==> src/sv/ucd_pkg.sv <==
// ----------------------------------------------------------------------------
// ucd_pkg
// shared constants, codes and controller/datapath interface types
// ----------------------------------------------------------------------------
package ucd_pkg;

	localparam int MaxNodesDefault = 64;
	localparam int NodeW           = 6;
	localparam int CountW          = 7;

	localparam logic [1:0] MODE_ADD    = 2'd0;
	localparam logic [1:0] MODE_QUERY  = 2'd1;
	localparam logic [1:0] MODE_CLEAR  = 2'd2;
	localparam logic [1:0] MODE_UNUSED = 2'd3;

	localparam logic [CountW-1:0] NodeCountReset = 7'd64;
	localparam logic [CountW-1:0] NoParent       = 7'd127;

	typedef struct packed {
		logic add_edge;
		logic edge_b;
		logic edge_wr;
		logic clear_all;
		logic init_walk;
		logic root_step;
		logic push_root;
		logic load_row;
		logic scan;
		logic push_nb;
	} ucd_cmd_t;

	typedef struct packed {
		logic root_done;
		logic root_visited;
		logic stack_empty;
		logic push_req;
		logic found;
		logic edge_bad;
	} ucd_sts_t;

endpackage

==> src/sv/ucd_ctrl.sv <==
// ----------------------------------------------------------------------------
// ucd_ctrl
// sequencer for edge loads, clears and the depth-first cycle query
// ----------------------------------------------------------------------------
module ucd_ctrl (
	input  logic              clk,
	input  logic              arst_n,
	input  logic              start,
	input  logic [1:0]        mode,
	input  ucd_pkg::ucd_sts_t sts,
	output ucd_pkg::ucd_cmd_t cmd,
	output logic              busy,
	output logic              done,
	output logic              status,
	output logic              cycle_found
);
	import ucd_pkg::*;

	localparam logic [3:0] S_IDLE = 4'd0;
	localparam logic [3:0] S_ROOT = 4'd1;
	localparam logic [3:0] S_LOAD = 4'd2;
	localparam logic [3:0] S_WAIT = 4'd3;
	localparam logic [3:0] S_SCAN = 4'd4;
	localparam logic [3:0] S_PUSH = 4'd5;
	localparam logic [3:0] S_ARD  = 4'd6;
	localparam logic [3:0] S_AWR  = 4'd7;
	localparam logic [3:0] S_BRD  = 4'd8;
	localparam logic [3:0] S_BWR  = 4'd9;

	logic [3:0] state_q;
	logic [3:0] state_d;
	logic       done_q;
	logic       status_q;
	logic       found_q;
	logic       accept;

	assign accept = start && state_q == S_IDLE;
	assign busy   = state_q != S_IDLE;

	always_comb begin
		cmd     = '0;
		state_d = state_q;
		unique case (state_q)
			S_IDLE: begin
				if (accept) begin
					cmd.clear_all = mode == MODE_CLEAR;
					if (mode == MODE_QUERY) begin
						cmd.init_walk = 1'b1;
						state_d       = S_ROOT;
					end else if (mode == MODE_ADD && !sts.edge_bad) begin
						cmd.add_edge = 1'b1;
						state_d      = S_ARD;
					end
				end
			end
			S_ARD: state_d = S_AWR;
			S_AWR: begin
				cmd.edge_wr = 1'b1;
				state_d     = S_BRD;
			end
			S_BRD: begin
				cmd.edge_b = 1'b1;
				state_d    = S_BWR;
			end
			S_BWR: begin
				cmd.edge_b  = 1'b1;
				cmd.edge_wr = 1'b1;
				state_d     = S_IDLE;
			end
			S_ROOT: begin
				if (sts.root_done) begin
					state_d = S_IDLE;
				end else if (sts.root_visited) begin
					cmd.root_step = 1'b1;
				end else begin
					cmd.push_root = 1'b1;
					state_d       = S_LOAD;
				end
			end
			S_LOAD: begin
				if (sts.stack_empty) begin
					cmd.root_step = 1'b1;
					state_d       = S_ROOT;
				end else begin
					state_d = S_WAIT;
				end
			end
			S_WAIT: begin
				cmd.load_row = 1'b1;
				state_d      = S_SCAN;
			end
			S_SCAN: begin
				cmd.scan = 1'b1;
				if (sts.found) state_d = S_IDLE;
				else if (sts.push_req) state_d = S_PUSH;
				else state_d = S_LOAD;
			end
			S_PUSH: begin
				cmd.push_nb = 1'b1;
				state_d     = S_LOAD;
			end
			default: state_d = S_IDLE;
		endcase
	end

	always_ff @(posedge clk or negedge arst_n) begin
		if (!arst_n) begin
			state_q  <= S_IDLE;
			done_q   <= 1'b0;
			status_q <= 1'b0;
			found_q  <= 1'b0;
		end else begin
			state_q  <= state_d;
			done_q   <= (accept && mode != MODE_QUERY && !cmd.add_edge) ||
				state_q == S_BWR || (state_q == S_ROOT && sts.root_done) ||
				(state_q == S_SCAN && sts.found);
			status_q <= accept && mode == MODE_ADD && !cmd.add_edge;
			found_q  <= state_q == S_SCAN && sts.found;
		end
	end

	assign done        = done_q;
	assign status      = status_q;
	assign cycle_found = found_q;

	a_status_done: assert property (@(posedge clk) disable iff (!arst_n)
		status_q |-> done_q && !found_q) else $error("status without done");
	a_found_q: assert property (@(posedge clk) disable iff (!arst_n)
		found_q |-> done_q) else $error("found without done");
	a_busy_acc: assert property (@(posedge clk) disable iff (!arst_n)
		(state_q != S_IDLE) |-> !accept) else $error("accept while busy");

endmodule

==> config.mk <==
export PLATFORM = sky130hd
export DESIGN_NAME = ucd_ctrl
export DESIGN_NICKNAME = d
export VERILOG_FILES = /design/src/sv/ucd_pkg.sv /design/src/sv/ucd_ctrl.sv
export SDC_FILE = /design/constraint.sdc
export NUM_CORES = 1
export LEC_CHECK = 0
export CAP_MARGIN = 20
export CELL_PAD_IN_SITES_DETAIL_PLACEMENT = 1
export CELL_PAD_IN_SITES_GLOBAL_PLACEMENT = 2
export CORE_MARGIN = 2
export CORE_UTILIZATION = 34
export CTS_CLUSTER_SIZE = 10
export DETAILED_ROUTE_END_ITERATION = 8
export DONT_BUFFER_PORTS = 1
export GPL_ROUTABILITY_DRIVEN = 1
export PLACE_DENSITY = 0.83
export REMOVE_ABC_BUFFERS = 1
export SETUP_SLACK_MARGIN = 0.1
export SLEW_MARGIN = 5
export SYNTH_ARGS = -nofsm -noshare
export SYNTH_HDL_FRONTEND = slang
export SYNTH_SLANG_ARGS = --single-unit
==> constraint.sdc <==
create_clock -name clk -period 3.85 [get_ports clk]
set_clock_uncertainty 0.15 [all_clocks]
set_input_delay 0.77 -clock clk [delete_from_list [all_inputs] [get_ports clk]]
set_output_delay 0.77 -clock clk [all_outputs]
set_load 0.05 [all_outputs]
==> results of run 1 <==
[layer usage]
metal / share of wire, % / vias up / GRT usage, %
li1: - / 239 / -
met1: 46 / 232 / 23.12
met2: 49 / 11 / 25.29
met3: 4.9 / 0 / 4.898
met4: 0 / 0 / 5.455
met5: 0 / - / 0
[power breakdown]
part / internal (mW) / total (mW) / switching, mW
logic: 0.0906 / 0.282 / 0.191
clock network: 0.0395 / 0.0662 / 0.0267
registers: 0.0959 / 0.178 / 0.0816
[through the flow]
stage,setup WS [ns],instances,hold slack (ns),cell area (sq um)
after floorplan,0.5031,60,0.3244,524.3
after global placement,1.175,79,0.3245,589.3
after detailed placement,1.136,79,0.3245,589.3
after CTS,0.8577,83,0.05532,615.6
after global routing,0.7845,83,0.03558,615.6
final,0.8850,83,0.06421,615.6
[cell families after synthesis]
kind of cell / Yosys count / synth area share [%]
compound gates: 16 / 18.86
buf+inv: 7 / 6.817
flops: 7 / 31.82
mux: 1 / 1.818
simple gates: 33 / 40.68
[state kept, by name, summed over array words and instances (netlist names)]
signal       count
cycle_found      1
done             1
state_q          4
status           1
[area by class of cell]
type / count / area (sq um) / area share (%)
repair buffers: 3 / 22.52 / 3.659
well taps: 16 / 20.02 / 3.252
flip-flops and latches: 7 / 175.2 / 28.46
clock buffers: 4 / 26.28 / 4.268
multi-input cells: 50 / 360.3 / 58.54
inverters: 3 / 11.26 / 1.829
[how the worst max path moves through the flow]
stage | startpoint | to
4_1_cts | state_q[1]$_DFFE_PN0P_ | cmd[6]
2_1_floorplan | sts[5] | cmd[3]
3_5_place_dp | state_q[1]$_DFFE_PN0P_ | cmd[6]
3_3_place_gp | state_q[1]$_DFFE_PN0P_ | cmd[6]
5_1_grt | state_q[1]$_DFFE_PN0P_ | cmd[6]
6_report | state_q[1]$_DFFE_PN0P_ | cmd[6]
[cell usage in the layout (no fill, tap or decap), types with 2 or more instances in the layout]
master	count
clkbuf_4	3
o21ai_0	2
a21oi_1	3
a31oi_1	2
o22ai_1	2
o21ai_1	2
nor2b_1	2
dfrtp_1	7
nand2b_1	3
nor2_1	9
nand2_1	3
inv_1	2
buf_4	3
nor4b_2	2
==> impl_metrics.toml, run 1 <==
[outcome]
status = "completed"

[clocking]
clock_path_buffers = 2
clk_latency_ns = 0.25
root_buffer = "clkbuf_4"
clock_sinks = 7
post_cts_resized = 0
cts_setup_buffers = 0
tritoncts = "yes"
cts_hold_buf = 0
cts_buffers = 3
cts.htree.levels = 1
path_clk_slew_ns = 0.05

[routing]
drtIter0Drc = 10
first_pass_iters = 4
final_antenna_net_count = 0
detail_route.wl_per_cell_microns = 16.49
via_per_inst = 5.807
route.detailed.drc = 0
wl_mm = 1.369
num_vias = 482

[cells_and_area]
final_util_pct = 40.86
fill_cells = 188
fin_nets = 79
drive_above_1_share_pct = 26.87
area_growth_pct = 11.82
antenna_cells = 0

[placement]
gp_congestion = 0.7409
hpwl_mm = 1.116
port_buffers = 0

[yosys]
synthesis.instances = 64
synth-edff-count = 0
ys_types = 33
ys_seq_area_share_pct = 31.82
ys_ff_latch = 7
ys_top_cells_by_count = "9 x nor2_1, 7 x dfrtp_1"
synth_ff_type = "dfrtp_1"
synth_area_leaders = "dfrtp_1 32%, nor2_1 6.1%, nor4_4 3.9%, nand2b_1 3.4%, nor3_4 3.0%"
netlist_area_sq_um = 550.5
async_reset_ff_share_pct = 100.0
yosysTopAreaCellShare_pct = 31.82
avgSynthCellArea_sq_um = 8.602
synth_top_area_cell = "dfrtp_1"
synth_most_common_cell = "nor2_1"
yosys_warnings = 0

[timing]
period_share_pct = 77.01
final-max-slew-violation-count = 0
clock.fmax_mhz = 337.3
setup_viol = 0
fin_setup_tns_ns = 0
rsz0062_at_grt = "false"
relSlewSlack_pct = 38.65
period_needed_ns = 2.965
finalHoldViolCount = 0
worstMarginPinSlew_ns = 0.9169

[critical_path]
max_stage_delay_ns = 0.72
crit_family = "simple AND/OR/NAND/NOR gates"
worstReg2RegEnd = "cycle_found$_DFF_PN0_"
crit_path_top_delay_cell = "nor3b_2"
r2r_setup_slack_ns = 1.81
r2r-start = "state_q[2]$_DFFE_PN0P_"
r2r_cells = 3
path_max_fanout = 11
endpoint_kind = "output pin"
startpoint_type = "flop"
worstPathRequired_ns = 2.93
crit_buf_inv = 0
path_depth = 3
cp_cell_sequence = "nor4_4, nand2_2, nor3b_2"
worstPathArrival_ns = 2.04
critPathKind = "reg -> out"

[grt]
antenna_found_initial = 0
grt_pass1_vias = 517
grt_usage_pct = 16.82
grt_pass1_wl_mm = 2.428
grt-ovfl-total = 0
grt_max_degree = 12

[die]
start_util_pct = 36.54
dieArea_sq_mm = 0.001957
core-area_sq_mm = 0.001506
die_w_microns = 44.24
rows = 14
io_pins = 25
die_h_microns = 44.24

[flow_run]
max_cap_viol_count = 0

[power]
power_mw = 0.5253
power_density_mw_per_mm2 = 853.3
p_leak_nw = 0.2449
irDropWorstVdd_mv = 0.4762

[min_path]
worstHoldPathType = "in -> async"
No activity file was read; power rests on OpenSTA's default activity.
==> run 2: changes to the inputs <==
Settings changed: CORE_ASPECT_RATIO set to 0.8, CORE_UTILIZATION 34 to 32, PLACE_DENSITY 0.83 to 0.79.
Clock period 3.85 ns to 3.1 ns, I/O delays scaled along.
==> impl_metrics.toml, run 2 (synthesis gave the netlist of run 1 again) <==
[min_path]
worstHoldStart = "mode[0]"
hold_depth = 1
hold_path_end = "status$_DFF_PN0_"
worstHoldPathType = "in -> reg"

[power]
p_leak_nw = 0.2803
power_density_mw_per_mm2 = 1023
irDropWorstVdd_mv = 0.4026

[routing]
num_vias = 512
route.detailed.drc = 0
detail_route.wl_per_cell_microns = 15.54
wl_mm = 1.492
first_pass_iters = 4
final_antenna_net_count = 0
via_per_inst = 5.333
drtIter0Drc = 5

[clocking]
clk_latency_ns = 0.26
clock_sinks = 7
tritoncts = "yes"
root_buffer = "clkbuf_4"
clock_path_buffers = 2
cts.htree.levels = 1
path_clk_slew_ns = 0.06
cts_buffers = 3

[critical_path]
r2r_cells = 5
critPathKind = "reg -> out"
worstPathArrival_ns = 1.89
r2r-start = "state_q[1]$_DFFE_PN0P_"
max_stage_delay_ns = 0.56
crit_path_top_delay_cell = "dfrtp_1"
worstReg2RegEnd = "state_q[0]$_DFFE_PN0P_"
startpoint = "state_q[3]$_DFFE_PN0P_"
worstPathRequired_ns = 2.33
startpoint_type = "flop"
r2r_setup_slack_ns = 1.28
crit_buf_inv = 1
endpoint_kind = "output pin"
cp_cell_sequence = "nand2_1, nor2_2, o21a_1, buf_4"
path_max_fanout = 11
crit_family = "simple AND/OR/NAND/NOR gates"

[grt]
grt_pass1_wl_mm = 2.270
grt_pass1_vias = 461
grt_max_degree = 12
grtUsageMet3_pct = 2.190
grt_usage_pct = 15.56
met2_usage_pct = 22.70
antenna_found_initial = 0
grt_use_met1_pct = 21.79
grt_busiest_layer = "met2"
grt-ovfl-total = 0

[cells_and_area]
regMostFlops = "state_q"
stdcell_count = 96
fill_cells = 194
drive_above_1_share_pct = 33.78
area_growth_pct = 23.64
largest_reg_flops = 4
final_common_cell = "buf_4"
final_cell_mix = "9 x buf_4, 8 x nor2_1, 7 x dfrtp_1"
fin_nets = 86
antenna_cells = 0

[timing]
layout_setup_ws_ns = 0.4432
clock.fmax_mhz = 376.4
period_share_pct = 85.70
finalHoldViolCount = 0
final-max-slew-violation-count = 0
period_needed_ns = 2.657
worstMarginPinSlew_ns = 0.5843
relSlewSlack_pct = 61.01
rsz0062_at_grt = "false"
setup_viol = 0

[placement]
port_buffers = 0
placed_cells = 91
hpwl_mm = 1.142
gp_congestion = 0.7674
dpl_worst_slack_ns = 0.4888

[die]
start_util_pct = 33.85
die_w_microns = 50.38
rows = 13
dieArea_sq_mm = 0.002070
die_h_microns = 41.10
core-area_sq_mm = 0.001627
io_pins = 25

[flow_run]
max_cap_viol_count = 0

[outcome]
status = "completed"
[run 2: cell count changes in the layout (fill, tap and decap cells not counted), sizes merged]
cell	change
dlygate4sd3	+1
buf	+6
[run 2: cell type report]
type                       instances  area (sq um)  area share (%)
timing repair buffer              10         77.57           11.40
sequential                         7         175.2           25.74
clock buffer                       4         26.28           3.860
multi-input combinational         50         362.8           53.31
inverter                           3         11.26           1.654
tap                               22         27.53           4.044
[run 2: through the flow]
| step | TNS, ns | hold WS [ns] | power, mW | util [%] | instance area, sq um |
|---|---|---|---|---|---|
| CTS | 0 | 0.2708 | 0.6999 | 41.69 | 678.2 |
| floorplan | -0.08553 | 0.1744 | 0.5074 | - | 524.3 |
| finish | 0 | 0.2819 | 0.6965 | 41.85 | 680.7 |
| global route | 0 | 0.2683 | 0.7383 | 41.85 | 680.7 |
| detailed placement | 0 | 0.1746 | 0.6076 | 39.46 | 641.9 |
| global placement | 0 | 0.1746 | 0.6055 | 39.46 | 641.9 |
[run 2: report_power, final]
group          internal (mW)  total (mW)  switching [mW]
Clock                 0.0493      0.0856          0.0363
Sequential             0.120       0.194          0.0748
Combinational          0.140       0.417           0.276
Total                  0.309       0.697           0.387
[run 2: worst max-delay path by stage]
stage          endpoint  slack [ns]  depth (start not counted)
2_1_floorplan    cmd[9]       -0.08                          3
3_5_place_dp     cmd[7]        0.49                          4
4_1_cts          cmd[7]        0.18                          4
5_1_grt          cmd[7]        0.34                          4
6_report         cmd[7]        0.44                          4
3_3_place_gp     cmd[7]        0.54                          4
[run 2: timing repair]
action,in CTS,in global routing
endpoints found under the hold margin,7,0
buffers inserted,0,0
setup endpoints to repair,0,1
resized for setup,0,1
hold buffers,1,0
[run 2: metal layers]
| layer | vias up | share of wire (%) |
|---|---|---|
| met4 | 0 | 0 |
| met2 | 5 | 49 |
| met3 | 0 | 1.3 |
| met5 | - | 0 |
| met1 | 255 | 50 |
| li1 | 252 | - |
